--- src/design/glos_pkg.sv ---
// Shared types and constants for the grid line-of-sight block.
`timescale 1ns / 1ps
`default_nettype none

package glos_pkg;

   // Field widths of the request and result beats
   localparam int X_W     = 8;
   localparam int Y_W     = 6;
   localparam int FEAT_W  = 4;
   localparam int THR_W   = 4;

   // Signed walk coordinates and the scaled error term
   localparam int COORD_W = 10;
   localparam int ERR_W   = 2 * COORD_W;

   localparam logic [THR_W-1:0] THR_RESET = 4'd12;

   localparam logic MODE_WRITE = 1'b0;
   localparam logic MODE_QUERY = 1'b1;

   typedef enum logic [3:0] {
      ST_IDLE,
      ST_MUL_HALF,
      ST_MUL_ERR,
      ST_INIT,
      ST_READ,
      ST_TEST,
      ST_DECIDE,
      ST_SIDE,
      ST_DONE
   } glos_state_type;

   typedef enum logic {
      ERR_ADD_SLOPE,
      ERR_SUB_FULL
   } glos_err_op_type;

   typedef struct packed {
      logic lt;
      logic gt;
   } glos_cmp_type;

   typedef struct packed {
      logic [X_W-1:0] from_x;
      logic [Y_W-1:0] from_y;
      logic [X_W-1:0] to_x;
      logic [Y_W-1:0] to_y;
   } glos_query_type;

   typedef struct packed {
      logic valid;
      logic visible;
   } glos_result_type;

endpackage

`default_nettype wire

--- src/design/glos_err.sv ---
// Shared error-term adder and half-point compare for the line walk.
`timescale 1ns / 1ps
`default_nettype none

module glos_err
   import glos_pkg::*;
(
   input  wire logic signed [ERR_W-1:0] err,
   input  wire logic signed [ERR_W-1:0] slope,
   input  wire logic signed [ERR_W-1:0] half,
   input  wire glos_err_op_type          op,
   output logic signed      [ERR_W-1:0] sum,
   output glos_cmp_type                  cmp
);

   logic signed [ERR_W-1:0] full;
   logic signed [ERR_W-1:0] operand;

   assign full = half <<< 1;

   always_comb begin
      unique case (op)
         ERR_ADD_SLOPE: operand = slope;
         ERR_SUB_FULL:  operand = -full;
         default:       operand = '0;
      endcase
   end

   assign sum    = err + operand;
   assign cmp.lt = err < half;
   assign cmp.gt = err > half;

endmodule

`default_nettype wire

--- src/design/glos_seq.sv ---
// Query sequencer: setup, multiplier steps and the tile walk over the map.
`timescale 1ns / 1ps
`default_nettype none

module glos_seq
   import glos_pkg::*;
#(
   parameter int GRID_WIDTH   = 256,
   parameter int GRID_HEIGHT  = 64,
   parameter int FEATURE_BITS = 4
) (
   input  wire logic                                        clock,
   input  wire logic                                        reset,
   input  wire logic                                        query_start,
   input  wire glos_query_type                              query,
   output logic                                             ready,
   input  wire logic                                        rsp_free,
   output glos_result_type                                  done,
   input  wire logic [THR_W-1:0]                            thr,
   output logic                                             rd_en,
   output logic [$clog2(GRID_WIDTH*GRID_HEIGHT)-1:0]        rd_addr,
   input  wire logic [FEATURE_BITS-1:0]                     rd_data
);

   localparam int ADDR_W = $clog2(GRID_WIDTH * GRID_HEIGHT);

   glos_state_type state_ff, state_in;

   logic signed [COORD_W-1:0] a_ff, a_in;
   logic signed [COORD_W-1:0] b_ff, b_in;
   logic signed [COORD_W-1:0] a1_ff, a1_in;
   logic signed [COORD_W-1:0] da_ff, da_in;
   logic signed [COORD_W-1:0] db_ff, db_in;
   logic                      swap_ff, swap_in;
   logic signed [ERR_W-1:0]   half_ff, half_in;
   logic signed [ERR_W-1:0]   err_ff, err_in;
   logic signed [ERR_W-1:0]   slope_ff, slope_in;
   logic                      vis_ff, vis_in;

   // request decode
   logic signed [COORD_W-1:0] fx, fy, tx, ty, dx, dy, adx, ady;
   logic                      adj, x_major;

   assign fx  = signed'(COORD_W'(query.from_x));
   assign fy  = signed'(COORD_W'(query.from_y));
   assign tx  = signed'(COORD_W'(query.to_x));
   assign ty  = signed'(COORD_W'(query.to_y));
   assign dx  = tx - fx;
   assign dy  = ty - fy;
   assign adx = (dx < 0) ? -dx : dx;
   assign ady = (dy < 0) ? -dy : dy;
   assign adj = (dx > -2) && (dx < 2) && (dy > -2) && (dy < 2);
   assign x_major = adx >= ady;

   // shared multiplier: da*db, then db*db
   logic signed [COORD_W-1:0] mul_a;
   logic signed [ERR_W-1:0]   prod;

   assign mul_a = (state_ff == ST_MUL_HALF) ? da_ff : db_ff;
   assign prod  = mul_a * db_ff;

   // walk steps
   logic signed [COORD_W-1:0] step_a, step_b;
   logic                      straight;

   assign step_a   = da_ff[COORD_W-1] ? '1 : COORD_W'(1);
   assign step_b   = db_ff[COORD_W-1] ? '1 : COORD_W'(1);
   assign straight = db_ff == '0;

   // probe tile: side tile while deciding, else the main tile
   logic signed [COORD_W-1:0] probe_b, px, py;
   logic                      oob, blocked;

   assign probe_b = (state_ff == ST_DECIDE) ? (b_ff + step_b) : b_ff;
   assign px      = swap_ff ? probe_b : a_ff;
   assign py      = swap_ff ? a_ff : probe_b;
   assign oob     = (px < 0) || (px >= GRID_WIDTH) || (py < 0) || (py >= GRID_HEIGHT);
   assign rd_addr = ADDR_W'(ADDR_W'($unsigned(py)) * ADDR_W'(GRID_WIDTH))
                    + ADDR_W'($unsigned(px));
   assign blocked = 32'(rd_data) >= 32'(thr);

   glos_err_op_type         err_op;
   logic signed [ERR_W-1:0] err_sum;
   glos_cmp_type            err_cmp;

   glos_err u_err (
      .err   (err_ff),
      .slope (slope_ff),
      .half  (half_ff),
      .op    (err_op),
      .sum   (err_sum),
      .cmp   (err_cmp)
   );

   always_ff @(posedge clock) begin
      if (reset) begin
         state_ff <= ST_IDLE;
      end else begin
         state_ff <= state_in;
      end
   end

   always_ff @(posedge clock) begin
      a_ff     <= a_in;
      b_ff     <= b_in;
      a1_ff    <= a1_in;
      da_ff    <= da_in;
      db_ff    <= db_in;
      swap_ff  <= swap_in;
      half_ff  <= half_in;
      err_ff   <= err_in;
      slope_ff <= slope_in;
      vis_ff   <= vis_in;
   end

   always_comb begin
      state_in = state_ff;
      a_in     = a_ff;
      b_in     = b_ff;
      a1_in    = a1_ff;
      da_in    = da_ff;
      db_in    = db_ff;
      swap_in  = swap_ff;
      half_in  = half_ff;
      err_in   = err_ff;
      slope_in = slope_ff;
      vis_in   = vis_ff;
      rd_en    = 1'b0;
      err_op   = ERR_SUB_FULL;
      done     = '0;
      ready    = 1'b0;

      unique case (state_ff)
         ST_IDLE: begin
            ready = 1'b1;
            if (query_start) begin
               swap_in = !x_major;
               a_in    = x_major ? fx : fy;
               b_in    = x_major ? fy : fx;
               a1_in   = x_major ? tx : ty;
               da_in   = x_major ? dx : dy;
               db_in   = x_major ? dy : dx;
               if (adj) begin
                  vis_in   = 1'b1;
                  state_in = ST_DONE;
               end else begin
                  state_in = ST_MUL_HALF;
               end
            end
         end
         ST_MUL_HALF: begin
            half_in  = (prod < 0) ? -prod : prod;
            state_in = ST_MUL_ERR;
         end
         ST_MUL_ERR: begin
            err_in   = prod;
            slope_in = prod <<< 1;
            state_in = ST_INIT;
         end
         ST_INIT: begin
            a_in = a_ff + step_a;
            // line leaves the start tile through a corner
            if (!straight && (err_ff == half_ff)) begin
               b_in   = b_ff + step_b;
               err_in = err_sum;
            end
            state_in = ST_READ;
         end
         ST_READ: begin
            if (a_ff == a1_ff) begin
               vis_in   = 1'b1;
               state_in = ST_DONE;
            end else if (oob) begin
               vis_in   = 1'b0;
               state_in = ST_DONE;
            end else begin
               rd_en    = 1'b1;
               state_in = ST_TEST;
            end
         end
         ST_TEST: begin
            if (blocked) begin
               vis_in   = 1'b0;
               state_in = ST_DONE;
            end else if (straight) begin
               a_in     = a_ff + step_a;
               state_in = ST_READ;
            end else begin
               err_op   = ERR_ADD_SLOPE;
               err_in   = err_sum;
               state_in = ST_DECIDE;
            end
         end
         ST_DECIDE: begin
            if (err_cmp.lt) begin
               a_in     = a_ff + step_a;
               state_in = ST_READ;
            end else if (err_cmp.gt) begin
               // new row or column: side tile first
               b_in   = b_ff + step_b;
               err_in = err_sum;
               if (oob) begin
                  vis_in   = 1'b0;
                  state_in = ST_DONE;
               end else begin
                  rd_en    = 1'b1;
                  state_in = ST_SIDE;
               end
            end else begin
               a_in     = a_ff + step_a;
               b_in     = b_ff + step_b;
               err_in   = err_sum;
               state_in = ST_READ;
            end
         end
         ST_SIDE: begin
            if (blocked) begin
               vis_in   = 1'b0;
               state_in = ST_DONE;
            end else begin
               a_in     = a_ff + step_a;
               state_in = ST_READ;
            end
         end
         ST_DONE: begin
            if (rsp_free) begin
               done.valid   = 1'b1;
               done.visible = vis_ff;
               state_in     = ST_IDLE;
            end
         end
         default: begin
            state_in = ST_IDLE;
         end
      endcase
   end

endmodule

`default_nettype wire

--- config.mk ---
export PLATFORM = sky130hd
export DESIGN_NAME = glos_seq
export DESIGN_NICKNAME = d
export VERILOG_FILES = /design/src/design/glos_pkg.sv /design/src/design/glos_err.sv /design/src/design/glos_seq.sv
export SDC_FILE = /design/constraint.sdc
export NUM_CORES = 1
export LEC_CHECK = 0
export CORE_MARGIN = 4
export CORE_UTILIZATION = 67
export DETAILED_ROUTE_END_ITERATION = 8
export DONT_BUFFER_PORTS = 1
export PLACE_DENSITY = 0.83
export SETUP_SLACK_MARGIN = 0.3
export SLEW_MARGIN = 5
export SYNTH_ARGS = -nofsm -noshare
export SYNTH_HDL_FRONTEND = slang
export SYNTH_SLANG_ARGS = --single-unit
--- constraint.sdc ---
create_clock -name clock -period 8.9 [get_ports clock]
set_input_delay 0.89 -clock clock [delete_from_list [all_inputs] [get_ports clock]]
set_output_delay 0.89 -clock clock [all_outputs]
set_load 0.005 [all_outputs]
; After elaboration in Yosys (flattened, before gate mapping)
; Index checks and enable logic that the tools add are counted.
[totals]
ff_bits = 115
out_inout_bits = 18
[classes]
n_reduce_logical = 22
addsub = 10
n_mux = 62
eq_ne = 22
n_lt_le_gt_ge = 15
multipliers = 1
n_bitwise = 1
[op_table]
columns = op, n
row1 = 2-to-1 mux 10 bit, 19
row2 = 2-to-1 mux 20 bit, 5
row3 = case mux 20 bit (4 select lines), 1
row4 = case mux 10 bit (5 select lines), 1
row5 = 2-to-1 mux 4 bit, 10
row6 = negation 20 bit, 2
row7 = case mux 20 bit (2 select lines), 1
row8 = case mux 4 bit (9 select lines), 1
row9 = case mux 10 bit (3 select lines), 1
row10 = adder 10 bit, 2
row11 = adder 20 bit, 1
row12 = == test 20 bit, 1
row13 = greater-than comparator 20 bit, 1
row14 = less-than comparator 10 x 1 -> 1 bit (second input constant), 2
row15 = less-than comparator 20 x 1 -> 1 bit (second input constant), 1
row16 = less-than comparator 20 bit, 1
row17 = multiplier 10 x 10 -> 20 bit, 1
row18 = != test 2 bit (second input constant), 10
row19 = == test 4 x 3 -> 1 bit (second input constant), 4
row20 = 2-to-1 mux 8 bit, 2
row21 = 2-to-1 mux 1 bit, 15
row22 = adder 14 x 10 -> 14 bit, 1
row23 = AND reduction 6 bit, 2
row24 = == test 10 bit, 1
row25 = 36 further kinds, 47

; Longest topological paths before layout
; Gate-level depths: netlist of run 1.
[depth]
depth_word = 12
depth_mapped = 30
ltp_nobuf = 25

; By module
; A second synthesis of run 1 with hierarchy kept.
[unflattened]
cells_unflattened = 1510
area_unflattened_um2 = 13621.8
[modules_own_cells]
columns = mod, seq_area_each_um2, cells_per_inst, instances, area_per_inst_um2
row1 = glos_seq, 3293.2, 1253, 1, 11690.0
row2 = glos_err, 0.0, 257, 1, 1931.9

; Worst setup path after synthesis of run 1
; Ideal clock, no wire load.
[synth_path]
kind = register to register
start = register state_ff[3]
end = register half_ff[7] (data pin)
setup_time_ns = 0.277
t_required_ns = 8.623
stages_incl_launch_ff = 24
arrival_ns = 7.457
period_less_slack_ns = 7.734
n_path_buf = 5
slack_ns = 1.166
cell_sequence = dfxtp_1 -> clkbuf_1 -> or3_1 -> clkbuf_1 -> inv_1 -> clkbuf_1 -> o21ai_1 -> and2_1 -> fa_1 -> fa_1 -> inv_1 -> fa_1 -> fa_1 -> fa_1 -> inv_1 -> ha_1 -> buf_1 -> nand2_1 -> a2111oi_0 -> o22ai_1 -> xnor2_1 -> buf_2 -> nor2_1 -> xor2_1
[synth_via]
elab_chain_len = 5
elab_cells_between_ends = 6
[synth_lines]
columns = element, line
row1 = start: declaration, glos_seq.sv:27  ; glos_state_type state_ff, state_in;
row2 = start signal: assignment, glos_seq.sv:99  ; state_ff <= state_in;
row3 = == test 4 x 1 -> 1 bit (*), glos_seq.sv:59  ; assign mul_a = (state_ff == ST_MUL_HALF) ? da_ff : db_ff;
row4 = 2-to-1 mux 10 bit (*), glos_seq.sv:59
row5 = multiplier 10 x 10 -> 20 bit (*), glos_seq.sv:60  ; assign prod = mul_a * db_ff;
row6 = negation 20 bit or less-than comparator 20 x 1 -> 1 bit (tied branches), glos_seq.sv:152  ; half_in = (prod < 0) ? -prod : prod;
row7 = 2-to-1 mux 20 bit (*), glos_seq.sv:152
row8 = end signal: assignment, glos_seq.sv:110  ; half_ff <= half_in;
row9 = end: declaration, glos_seq.sv:35  ; logic signed [ERR_W-1:0] half_ff, half_in;
; Every way passes the cells marked *; elsewhere a longest branch is shown, timed or not.
; A chain may end at the register's enable or synchronous reset.

; Final worst setup path of run 1
[layout_path]
start = register state_ff[0]
end = register half_ff[15] (data pin)
[layout_via]
elab_chain_len = 5
elab_cells_between_ends = 6
[layout_lines]
columns = element, line
row1 = == test 4 x 1 -> 1 bit (*), glos_seq.sv:59
row2 = 2-to-1 mux 10 bit (*), glos_seq.sv:59
row3 = multiplier 10 x 10 -> 20 bit (*), glos_seq.sv:60
row4 = via prod[12], glos_seq.sv:57  ; logic signed [ERR_W-1:0] prod;
row5 = negation 20 bit or less-than comparator 20 x 1 -> 1 bit (tied branches), glos_seq.sv:152
row6 = 2-to-1 mux 20 bit (*), glos_seq.sv:152
; Mark *: on every way through the listed nets, which the timed path passes. The rest lies on a longest branch.

==> metrics list, run 1 <==
* Layout cells sized above 1: 4.78%
* Max-Slew Margin vs Limit: roughly a third
- Port buffer count: 0
- Averaged over all synthesized cells, the footprint is 8.90 um^2.
* DRC violations left: 0
- In this run the horizontal extent of the chip is 150 um.
- The floorplan has a little over 50 rows.
* Post-route setup TNS: 0 ns
- The first routing iteration left around 830 violations.
- For the pin with the worst max-slew slack, the measured transition is between 1 and 1.5 ns.
* GRT Overall Usage: 30.2%
- Clk pin slew, worst setup/hold paths: roughly 0.080 ns
- After Yosys synthesis, XOR and XNOR cells account for 6.73% of the synthesized area.
* Crit end category: register
- Overall die area: approximately 23,000 um^2
- The flow ran to the end, and the final reports show no timing, DRC or antenna violations.
- Among all flip-flop cells after synthesis, the most frequent one is sky130_fd_sc_hd__edfxtp_1.
* Multiplexer share of the synthesized area: roughly 4%
* Worst skew pair latency: about 0.37 ns
* Hold Fails Final Rpt: 0
* Via count of the first global-routing pass: approximately 11,000
- The root buffer cell chosen for the clock tree is sky130_fd_sc_hd__clkbuf_16.
* Antenna diode count: 0
* Min-delay worst type: input pin to register
* First-pass GRT wire length: ~54,000 um
- Setup violations remaining at the end of the flow were counted as 0.
- STA puts the critical path data required time at about 9.0 ns.
- The share of the Yosys chip area taken by registers is between 20% and 30%.
* Crit Path Max Fanout: 21
* Final Max Slew Viols: 0
* Worst slack at placement: about 0.55 ns
- Post-Synthesis Cell Area: around 14,000 um^2
* Filler cells: between 1,500 and 2,000
- Total Wirelength: 32,800 um
- Number of warnings issued by yosys: 0
- Final cell count without fillers: approximately 1,800
- Tightest hold margin: 0.593 ns
* Maximum number of pins on one net before global-route repair: 44
* Critical Setup Path Class: register to register
- After detailed routing, the number of vias per cell comes to ~6.2.
- By area, the combinational part of the netlist is dominated by adder cells.
- Simple-gate portion of the synthesized area: 16.0%
- Period Utilization, post-route: a little over 90%
* Number of max-capacitance violations reported: 0
* Number of placed cells counting well taps: approximately 1,800
- Based on the critical path, the design can be clocked at up to 0.124 GHz.
- Buffers inserted during clock tree synthesis total 9.
- The floorplan step set the die height to roughly 150 um.
- Detailed routing inserted a total of ~11,000 vias.
- Antenna-violating nets left: 0
* Minimum clock period: about 8 ns
- Area growth from synthesis to layout: 4.24%
- CTS HTree Levels: 3
- Core footprint: just under 20,000 um^2
- Hpwl dp: between 20,000 and 30,000 um
- Post-synth EDFFs: roughly 110
* Post-synthesis share of cell area spent on full adders, half adders and majority gates: 26.6%
- Clock skew after layout: about 0.012 ns
* Critical Path Start Type: register
- Cell count after synthesis: around 1,500
* CTS tree: done
- No sink is reached through more buffers than the 2 on the longest clock path.
- Dividing the detail-routed wire length by the instance count gives between 15 and 20 um.
- Synthesis inferred about 110 register bits.
- Global routing finished with a remaining overflow of 0.
- The synthesized netlist devotes approximately 15% of its cell area to compound gates.
- At the worst endpoint, the arrival time is 8.19 ns.
- After the last flow step, the layout net total stands at 1,772.
* Top Ports: 58
* Share of flip-flops with an asynchronous set or reset: 0%
- Placer congestion estimate: 0.948
- Iteration count of the initial detailed-routing pass: 6
- Setup repair after global routing left no endpoint under its margin.
* Number of antenna violations at the first check in global routing: 0
* Count of unique library cells instantiated by Yosys: 75
- Once routing completed, OpenROAD measured the worst setup slack at approximately 0.8 ns.
- For this configuration, the core starts out at a cell density of 68.9%.
- Clock tree synthesis found a total of 111 sinks.
-- cell type report --
cell class	count	area, um^2	area share, %
Timing Repair Buffer	14	105	0.745
Clock inverter	5	41.3	0.293
Inverter	217	815	5.77
Clock buffer	11	233	1.65
Multi-Input combinational cell	1148	9300	65.9
Tap cell	265	332	2.35
Sequential cell	111	3290	23.3
-- per-layer routing --
layer / GRT usage [%] / up-vias / wire, um
met2: 53.7 / 447 / 16600
met4: 10.3 / 0 / 885
met1: 36.6 / 5285 / 12900
met3: 6.02 / 75 / 2390
met5: 0 / - / 0
li1: - / 5230 / -
-- logic make-up (layout without fill, tap and decap cells) --
logic type,Yosys count,in the layout
DFF,111,111
muxes,52,52
other,2,4
and+or+nand+nor,441,441
AOI/OAI and AO/OA,316,316
adders and majority gates,231,231
xor gates and xnor gates,104,104
buffers and inverters,264,247
-- sequential cells by signal, indices dropped and copies added, names as in the netlist, 4 cells and up --
| signal | count |
|---|---|
| a1_ff | 8 |
| a_ff | 10 |
| b_ff | 10 |
| da_ff | 9 |
| db_ff | 9 |
| err_ff | 20 |
| half_ff | 20 |
| slope_ff | 19 |
| state_ff | 4 |
-- path summary, 6_finish.rpt --
| path | from | end | slack (ns) | cells after the start |
|---|---|---|---|---|
| worst min-delay path | reset | state_ff[3] | 0.59 | 1 |
| worst min register to register | a_ff[0] | a_ff[0] | 0.68 | 1 |
| worst max register to register | state_ff[0] | half_ff[15] | 0.81 | 21 |
| worst max-delay path | state_ff[0] | half_ff[15] | 0.81 | 21 |
-- cell usage in the layout, fill, tap and decap left out, types with 6 or more instances in the layout --
cell and count:
sky130_fd_sc_hd__o211ai_1 8, sky130_fd_sc_hd__clkbuf_16 9, sky130_fd_sc_hd__a211oi_1 11, sky130_fd_sc_hd__o21ai_1 7
sky130_fd_sc_hd__nand2b_1 13, sky130_fd_sc_hd__nor4_1 16, sky130_fd_sc_hd__o21bai_1 8, sky130_fd_sc_hd__nand3b_1 6
sky130_fd_sc_hd__ha_1 137, sky130_fd_sc_hd__fa_1 94, sky130_fd_sc_hd__and3_1 7, sky130_fd_sc_hd__o21ai_0 78
sky130_fd_sc_hd__xnor2_1 75, sky130_fd_sc_hd__mux2_2 19, sky130_fd_sc_hd__o31ai_1 7, sky130_fd_sc_hd__a21oi_1 82
sky130_fd_sc_hd__nand3_1 21, sky130_fd_sc_hd__mux2i_1 33, sky130_fd_sc_hd__or3_1 15, sky130_fd_sc_hd__or4_1 8
sky130_fd_sc_hd__and2_1 29, sky130_fd_sc_hd__nand4_1 16, sky130_fd_sc_hd__edfxtp_1 107, sky130_fd_sc_hd__nor2_1 101
sky130_fd_sc_hd__xor2_1 28, sky130_fd_sc_hd__a21o_1 23, sky130_fd_sc_hd__inv_1 216, sky130_fd_sc_hd__a31oi_1 15
sky130_fd_sc_hd__nor2b_1 15, sky130_fd_sc_hd__nand2_1 132, sky130_fd_sc_hd__o22ai_1 8, sky130_fd_sc_hd__nor3_1 33
sky130_fd_sc_hd__buf_4 14, sky130_fd_sc_hd__o21a_1 19, sky130_fd_sc_hd__nor3b_1 7
-- worst max-delay path, cell delays in order (launching register included) --
cell and delay (ns):
sky130_fd_sc_hd__dfxtp_1 0.67, sky130_fd_sc_hd__nand2b_1 0.19, sky130_fd_sc_hd__or3_4 0.47, sky130_fd_sc_hd__inv_1 0.32
sky130_fd_sc_hd__buf_4 0.37, sky130_fd_sc_hd__o21ai_1 0.23, sky130_fd_sc_hd__and2_1 0.27, sky130_fd_sc_hd__fa_1 0.75
sky130_fd_sc_hd__fa_1 0.47, sky130_fd_sc_hd__fa_1 0.47, sky130_fd_sc_hd__fa_1 0.55, sky130_fd_sc_hd__inv_1 0.06
sky130_fd_sc_hd__fa_1 0.52, sky130_fd_sc_hd__inv_1 0.04, sky130_fd_sc_hd__ha_1 0.27, sky130_fd_sc_hd__a2111o_1 0.42
sky130_fd_sc_hd__a211o_1 0.30, sky130_fd_sc_hd__a211oi_1 0.53, sky130_fd_sc_hd__inv_1 0.17, sky130_fd_sc_hd__or3_4 0.44
sky130_fd_sc_hd__o31ai_2 0.21, sky130_fd_sc_hd__xnor2_1 0.09
-- per-stage QoR --
step / utilization (%) / instance area, um^2
global placement: 70.4 / 13800
finish: 71.8 / 14100
CTS: 71.8 / 14100
global route: 71.8 / 14100
detailed placement: 70.4 / 13800
floorplan: - / 13500
-- timing repair --
| action | in CTS | in global routing |
|---|---|---|
| setup buffers | 0 | 0 |
| setup endpoints to repair | 0 | 21 |
| gates resized for setup | 0 | 3 |
| hold buffers | 0 | 0 |
-- cells in the mapped netlist, types with 33 or more instances --
library cell / n / area (um^2)
sky130_fd_sc_hd__a21oi_1: 82 / 410
sky130_fd_sc_hd__clkbuf_1: 41 / 154
sky130_fd_sc_hd__edfxtp_1: 107 / 3210
sky130_fd_sc_hd__fa_1: 94 / 1880
sky130_fd_sc_hd__ha_1: 137 / 1710
sky130_fd_sc_hd__inv_1: 216 / 811
sky130_fd_sc_hd__mux2i_1: 33 / 330
sky130_fd_sc_hd__nand2_1: 132 / 495
sky130_fd_sc_hd__nor2_1: 102 / 383
sky130_fd_sc_hd__nor3_1: 35 / 175
sky130_fd_sc_hd__o21ai_0: 78 / 390
sky130_fd_sc_hd__xnor2_1: 75 / 657
Power of run 1 is not shown: default switching activity piles up to over one toggle a cycle in this logic, so the estimate is an artifact.
==> inputs of run 2 (changes only) <==
--- a/config.mk
+++ b/config.mk
@@ -14,4 +14,5 @@
 export SLEW_MARGIN = 5
 export SYNTH_ARGS = -nofsm -noshare
 export SYNTH_HDL_FRONTEND = slang
+export SYNTH_HIERARCHICAL = 1
 export SYNTH_SLANG_ARGS = --single-unit
==> metrics list, run 2 <==
- The final standard cell utilization of the core came to 71.9% (about the same).
- The max-slew violation count came to 0 (unchanged).
- Cell count after synthesis: 1,510 (-0.72%)
- STA classifies the critical path startpoint as a register.
- The highest net fanout along the worst path was 17 (-19%).
- The width of the die came to 151 um (+0.28%).
- Commonest cells after routing, fill and taps aside: sky130_fd_sc_hd__inv_1 (214), sky130_fd_sc_hd__nand2_1 (150), sky130_fd_sc_hd__ha_1 (139)
* Most instantiated cells after synthesis: sky130_fd_sc_hd__inv_1 (214), sky130_fd_sc_hd__nand2_1 (150), sky130_fd_sc_hd__ha_1 (139)
* Number of setup buffers added after CTS: 0 (unchanged)
* Result of the run: complete, no violations
* Max-Slew Margin vs Limit: 18.6% (-13 points)
* DRC violations left: 0 (unchanged)
- The first-pass GRT wire length is 51,000 um (-5.9%).
* Number of cells on the worst reg-to-reg path: 23 (+9.5%)
- Overall die area: 22,700 um^2 (+0.56%)
- The average detailed-routed wire length per instance was 17.9 um (-3.5%).
* Post-route setup TNS: 0 ns (unchanged)
* Starting utilization of the core area: 69.1% (+0.18 points)
* Multi-input gate area: 9380 um^2 (+0.90%)
- The total routed wirelength is 31,400 um (-4.1%).
- The average footprint of a synthesized cell came to 9.02 um^2 (+1.3%).
- The final global-route overflow total came to 0 (unchanged).
- The number of nets in the finished design came to 1,763 (-0.51%).
* Via count of the first global-routing pass: 10,400 (-5.8%)
- The clock period minus final worst setup slack was 7.95 ns (-0.139 ns).
- The count of clock tree sinks is 111 (unchanged).
- In this run the clock root is driven by a sky130_fd_sc_hd__clkbuf_16.
* Min-delay worst type: input pin to register
- GRT Overall Usage: 28.1% (-2.1 points)
- The clock-pin slew on the worst setup and hold paths was 0.09 ns (about the same).
- The share of the synthesized area in the top cell type came to 23.6% (-0.14 points).
* Post-CTS sizing: 0 (unchanged)
- Seq/Total Area, Yosys: 24.2% (-0.14 points)
- Most frequently used cell type in the post-synthesis netlist: sky130_fd_sc_hd__inv_1
- GRT met3 Usage: 4.30% (-1.7 points)
- The setup skew after layout is 0.0141 ns (+0.00245 ns).
- Number of max-capacitance violations reported: 0 (unchanged)
- Post-synth EDFFs: 107 (unchanged)
* CTS tree: done
* Synthesized flop and latch total: 111 (unchanged)
* Met2 GRT Util: 46.6% (-7.1 points)
- Seq. cell area: 3290 um^2 (unchanged)
* Number of hold buffers added after cts: 0 (unchanged)
- Die H: 151 um (+0.28%)
* Worst skew pair latency: 0.37 ns (about the same)
- Among all flip-flop cells after synthesis, the most frequent one is sky130_fd_sc_hd__edfxtp_1.
- CTS HTree Levels: 3 (unchanged)
* Layout cells sized above 1: 5.69% (+0.90 points)
* Number of antenna violations at the first check in global routing: 0 (unchanged)
- Fmax: 0.126 GHz (+1.7%)
- The starting DRC count in detailed routing came to 835 (+0.97%).
* Num CTS Buffers: 9 (unchanged)
- Most area-consuming cells after synthesis: sky130_fd_sc_hd__edfxtp_1 (24%), sky130_fd_sc_hd__fa_1 (14%), sky130_fd_sc_hd__ha_1 (13%), sky130_fd_sc_hd__inv_1 (5.9%), sky130_fd_sc_hd__xnor2_1 (5.7%)
- The critical path is of the register to register type.
* RSZ-0062 raised after global routing: false
- Crit end category: register
- The fraction of synthesis flops using an asynchronous set or reset pin was 0% (unchanged).
- Iteration count of the initial detailed-routing pass: 5 (-1)
- Number of warnings issued by yosys: 6 (+6)
* Leading registers by flop count: err_ff x20, half_ff x20, slope_ff x19
- The critical path arrival came to 8.06 ns (-0.13 ns).
* Leading cell type in the layout, fill and taps excluded: sky130_fd_sc_hd__inv_1
- The core region area was 19,700 um^2 (+0.33%).
- Met1 layer usage reported by global route: 38.7% (+2.1 points)
- The final weighted congestion in routability-driven placement is 0.927 (-2.2%).
- The total number of vias came to 10,700 (-3.2%).
- Post-Synthesis Cell Area: 13,600 um^2 (+0.59%)
- The final cell count without fillers was 1,760 (-0.62%).
* Antenna-violating nets left: 0 (unchanged)
- Antenna diode count: 0 (unchanged)
* Period Utilization, post-route: 89.4% (-1.6 points)
* Hold Fails Final Rpt: 0 (unchanged)
- Data required time at the worst endpoint: 9.00 ns (about the same)
- The area growth from synthesis to layout is 4.01%.
- Cell depth of the worst hold path: 1 (unchanged)
- Peak-usage layer in the global routing report: met2
* Transition time at the pin with the least slew margin: 1.22 ns (+0.203 ns)
- The pin count of the biggest net entering global routing is 37 (-16%).
* Routed vias/inst: 6.07 (-2.6%)
* Placement row count: 51 (unchanged)
- Number of placed cells counting well taps: 1,744 (-0.63%)
- The HPWL reported at the end of detailed placement was 25,400 um (-1.7%).
* Port buffer count: 0 (unchanged)
- The number of filler instances in the final layout is 1,454 (-3.6%).
- Number of buffers between clock root and the deepest sink: 2 (unchanged)
* Top Ports: 58 (unchanged)
- Total of endpoints with negative setup slack in the final report: 0 (unchanged)
* Cell taking the most area after synthesis: sky130_fd_sc_hd__edfxtp_1
* Count of unique library cells instantiated by Yosys: 79 (+5.3%)
==> run 2: cell count changes in the layout (fill, tap and decap cells not counted), moves of 6 or more <==
cell / before / now
sky130_fd_sc_hd__nand2_1: 132 / 150
sky130_fd_sc_hd__o22ai_1: 8 / 2
sky130_fd_sc_hd__a21o_1: 23 / 29
sky130_fd_sc_hd__nor3_1: 33 / 22
sky130_fd_sc_hd__xnor2_1: 75 / 88
sky130_fd_sc_hd__buf_4: 14 / 7
sky130_fd_sc_hd__nor2_1: 101 / 79
sky130_fd_sc_hd__mux2_2: 19 / 35
sky130_fd_sc_hd__mux2i_1: 33 / 16
sky130_fd_sc_hd__or4_1: 8 / 2
sky130_fd_sc_hd__a31oi_1: 15 / 21
sky130_fd_sc_hd__xor2_1: 28 / 46
sky130_fd_sc_hd__nor2b_1: 15 / 25
==> run 2: layer usage <==
| metal | vias up | wire length [um] |
|---|---|---|
| met3 | 56 | 2320 |
| li1 | 5133 | - |
| met1 | 5095 | 13500 |
| met2 | 397 | 15000 |
| met5 | - | 0 |
| met4 | 0 | 689 |
==> run 2: area by class of cell <==
| type | instances | area share [%] |
|---|---|---|
| timing repair buffer | 7 | 0.371 |
| inverter | 216 | 5.72 |
| multi-input combinational | 1145 | 66.2 |
| tap | 265 | 2.34 |
| clock inverter | 7 | 0.521 |
| sequential | 111 | 23.2 |
| clock buffer | 9 | 1.59 |
==> run 2: worst paths after layout <==
check / from / end / slack [ns]
worst min register to register: da_ff[0] / slope_ff[1] / 0.71
worst min-delay path: reset / state_ff[1] / 0.58
worst max-delay path: state_ff[2] / half_ff[17] / 0.95
worst max register to register: state_ff[2] / half_ff[17] / 0.95
==> run 2: kinds of logic (layout without fill, tap and decap cells) <==
| group | after synthesis | in the layout | share of synthesized area [%] |
|---|---|---|---|
| other cells | 2 | 5 | 0.0551 |
| buf+inv | 257 | 239 | 7.13 |
| flops | 111 | 111 | 24.2 |
| compound gates | 298 | 298 | 13.9 |
| simple gates | 424 | 424 | 15.5 |
| mux | 51 | 51 | 4.07 |
| fa+ha+maj | 233 | 233 | 26.6 |
| xor+xnor | 134 | 134 | 8.62 |
==> run 2: through the flow <==
step | hold WS [ns] | setup WS, ns | instance area [um^2]
after floorplan | 0.609 | 1.42 | 13600
after global placement | 0.686 | 1.22 | 13900
after detailed placement | 0.692 | 1.03 | 13900
after CTS | 0.566 | 1.01 | 14200
after global routing | 0.565 | 0.431 | 14200
final | 0.578 | 0.946 | 14200
==> run 2: worst max-delay path: stages, from the launching register on <==
cell                       delay, ns
sky130_fd_sc_hd__dfxtp_1        0.55
sky130_fd_sc_hd__nand2b_1       0.22
sky130_fd_sc_hd__or3_1          0.56
sky130_fd_sc_hd__inv_1          0.31
sky130_fd_sc_hd__o21ai_1        0.53
sky130_fd_sc_hd__nand2_1        0.18
sky130_fd_sc_hd__inv_1          0.15
sky130_fd_sc_hd__fa_1           0.60
sky130_fd_sc_hd__fa_1           0.63
sky130_fd_sc_hd__fa_1           0.44
sky130_fd_sc_hd__fa_1           0.54
sky130_fd_sc_hd__inv_1          0.05
sky130_fd_sc_hd__fa_1           0.52
sky130_fd_sc_hd__inv_1          0.04
sky130_fd_sc_hd__ha_1           0.35
sky130_fd_sc_hd__and2_1         0.21
sky130_fd_sc_hd__nand3_1        0.09
sky130_fd_sc_hd__a211o_1        0.32
sky130_fd_sc_hd__nand2_1        0.07
sky130_fd_sc_hd__nor4_1         0.04
sky130_fd_sc_hd__nor3_1         0.69
sky130_fd_sc_hd__and3b_1        0.29
sky130_fd_sc_hd__a31oi_1        0.19
sky130_fd_sc_hd__xnor2_1        0.08
Power of run 2 is left out for the same reason.
==> inputs of run 3 (changes only) <==
--- a/config.mk
+++ b/config.mk
@@ -6,10 +6,10 @@
 export NUM_CORES = 1
 export LEC_CHECK = 0
 export CORE_MARGIN = 4
-export CORE_UTILIZATION = 67
+export CORE_UTILIZATION = 65
 export DETAILED_ROUTE_END_ITERATION = 8
 export DONT_BUFFER_PORTS = 1
-export PLACE_DENSITY = 0.83
+export PLACE_DENSITY = 0.81
 export SETUP_SLACK_MARGIN = 0.3
 export SLEW_MARGIN = 5
 export SYNTH_ARGS = -nofsm -noshare
==> metrics list, run 3 (synthesized netlist as in run 2, its figures left out) <==
- Starting utilization of the core area: 66.7% (-2.4 points)
- The path class of the tightest hold or removal check is input pin to register.
- Hpwl dp: 26,300 um (+3.6%)
- Leaving out fill and tap cells, the most frequent cells in the layout are sky130_fd_sc_hd__inv_1 (214), sky130_fd_sc_hd__nand2_1 (150), sky130_fd_sc_hd__ha_1 (139).
- The cell sitting at the root of the clock tree is a sky130_fd_sc_hd__clkbuf_16.
- The clock period minus final worst setup slack is 8.04 ns (+0.0826 ns).
- Final layout net count: 1,767 (+0.23%)
- The total clock buffers created by CTS came to 9 (unchanged).
- Area growth from synthesis to layout: 4.23%
- Total grt overflow: 0 (unchanged)
- The detailed-route vias per instance is 6.08 (+0.23%).
- The number of levels the H-tree was split into came to 3 (unchanged).
- Placement Cell Area: 13,900 um^2 (+0.26%)
- STA classifies the critical path endpoint as a register.
* First-pass GRT wire length: 53,900 um (+5.8%)
- The slew of the pin with the lowest slew margin was 1.20 ns (-0.0242 ns).
* Total Wirelength: 32,400 um (+3.2%)
- Number of setup buffers added after CTS: 0 (unchanged)
- TritonCTS Sinks: 111 (unchanged)
* Fmax: 0.124 GHz (-1.0%)
- Post-DR wirelength/cell: 18.3 um (+2.7%)
- Iteration count of the initial detailed-routing pass: 5 (unchanged)
* Post-route setup TNS: 0 ns (unchanged)
* Post-CTS sizing: 0 (unchanged)
- The setup path with the least slack is of type register to register.
- The row count came to 52 (+2.0%).
- The largest registers in the layout are err_ff x20, half_ff x20, slope_ff x19.
* Top Ports: 58 (unchanged)
- Layout cells sized above 1: 5.94% (+0.25 points)
* Result of the run: complete, no violations
* Worst skew pair latency: 0.36 ns (about the same)
- The initial antenna violation count came to 0 (unchanged).
- The reported max-cap violation count came to 0 (unchanged).
* End-of-flow core utilization: 69.5% (-2.4 points)
* Horizontal die dimension: 153 um (+1.4%)
- The required time at the endpoint of the critical path came to 9.01 ns (about the same).
- The worst slew margin relative to its limit is 20.1% (+1.5 points).
* Core footprint: 20,400 um^2 (+3.6%)
- Hold Fails Final Rpt: 0 (unchanged)
- Port buffer count: 0 (unchanged)
- Clock skew after layout: 0.0123 ns (-0.00188 ns)
- Placer congestion estimate: 0.962 (+3.7%)
- The pin count of the biggest net entering global routing is 37 (unchanged).
- Number of buffers between clock root and the deepest sink: 2 (unchanged)
- The final worst-path cycle share came to 90.3% (+0.93 points).
* Number of hold buffers added after cts: 0 (unchanged)
- Antenna diode count: 0 (unchanged)
* Antenna-violating nets left: 0 (unchanged)
* Overall die area: 23,300 um^2 (+2.9%)
- The max-slew violation count came to 0 (unchanged).
* Crit Path Max Fanout: 23 (+6)
- Critical Path Start Type: register
- The starting DRC count in detailed routing is 938 (+12%).
- The total number of vias came to 10,800 (+0.74%).
* GRT Overall Usage: 28.1% (about the same)
- Setup repair after global routing left no endpoint under its margin.
* Via count of the first global-routing pass: 11,000 (+5.9%)
- DRC violations left: 0 (unchanged)
- The die outline height came to 153 um (+1.4%).
* Clk pin slew, worst setup/hold paths: 0.08 ns (about the same)
* CP arrival: 8.15 ns (+0.09 ns)
- The number of endpoints failing setup at the final stage was 0 (unchanged).
- Leading cell type in the layout, fill and taps excluded: sky130_fd_sc_hd__inv_1
- TritonCTS built the clock tree.
- Final design area excluding fillers: 14,200 um^2 (+0.21%)
- Tightest hold margin: 0.584 ns (+0.00556 ns)
==> run 3: per-stage QoR <==
step | setup slack [ns] | cells
3_3_place_gp | 1.14 | 1753
5_1_grt | 0.400 | 1769
3_5_place_dp | 0.982 | 1753
4_1_cts | 0.951 | 1769
2_1_floorplan | 1.42 | 1513
6_report | 0.863 | 1769
==> run 3: critical path, cell delays in order (launching register included) <==
cell	delay [ns]
sky130_fd_sc_hd__dfxtp_1	0.59
sky130_fd_sc_hd__nand2b_1	0.18
sky130_fd_sc_hd__or3_1	0.61
sky130_fd_sc_hd__inv_1	0.36
sky130_fd_sc_hd__buf_4	0.36
sky130_fd_sc_hd__mux2i_1	0.22
sky130_fd_sc_hd__buf_4	0.17
sky130_fd_sc_hd__nand2_1	0.08
sky130_fd_sc_hd__fa_1	0.54
sky130_fd_sc_hd__fa_1	0.54
sky130_fd_sc_hd__inv_1	0.05
sky130_fd_sc_hd__fa_1	0.50
sky130_fd_sc_hd__fa_1	0.55
sky130_fd_sc_hd__inv_1	0.05
sky130_fd_sc_hd__fa_1	0.53
sky130_fd_sc_hd__inv_1	0.04
sky130_fd_sc_hd__ha_1	0.37
sky130_fd_sc_hd__o21a_1	0.13
sky130_fd_sc_hd__o21ai_0	0.24
sky130_fd_sc_hd__a211oi_1	0.11
sky130_fd_sc_hd__o221ai_1	0.26
sky130_fd_sc_hd__o21bai_1	0.14
sky130_fd_sc_hd__o41a_1	0.35
sky130_fd_sc_hd__xnor2_1	0.17
sky130_fd_sc_hd__buf_4	0.26
sky130_fd_sc_hd__mux2_2	0.36
==> run 3: layer usage <==
| layer | wire (um) | GRT usage [%] | share of wire [%] |
|---|---|---|---|
| met5 | 0 | 0 | 0 |
| met1 | 13300 | 36.2 | 41 |
| met3 | 2020 | 4.09 | 6.2 |
| met2 | 16300 | 48.7 | 50 |
| met4 | 875 | 9.93 | 2.7 |
==> run 3: worst paths after layout <==
path	startpoint	to	slack, ns	cells after the start
setup / recovery	state_ff[0]	half_ff[1]	0.86	25
hold / removal	reset	state_ff[1]	0.58	1
setup reg to reg	state_ff[0]	half_ff[1]	0.86	25
hold reg to reg	b_ff[0]	b_ff[0]	0.72	1
==> run 3: final cells by class <==
type / count / area (um^2)
clock buffers: 9 / 225
clock inverters: 7 / 67.6
fillers: 1613 / 6230
inverters: 216 / 811
multi-input cells: 1145 / 9380
flip-flops and latches: 111 / 3290
well taps: 270 / 338
repair buffers: 11 / 82.6
Power of run 3 is left out for the same reason.
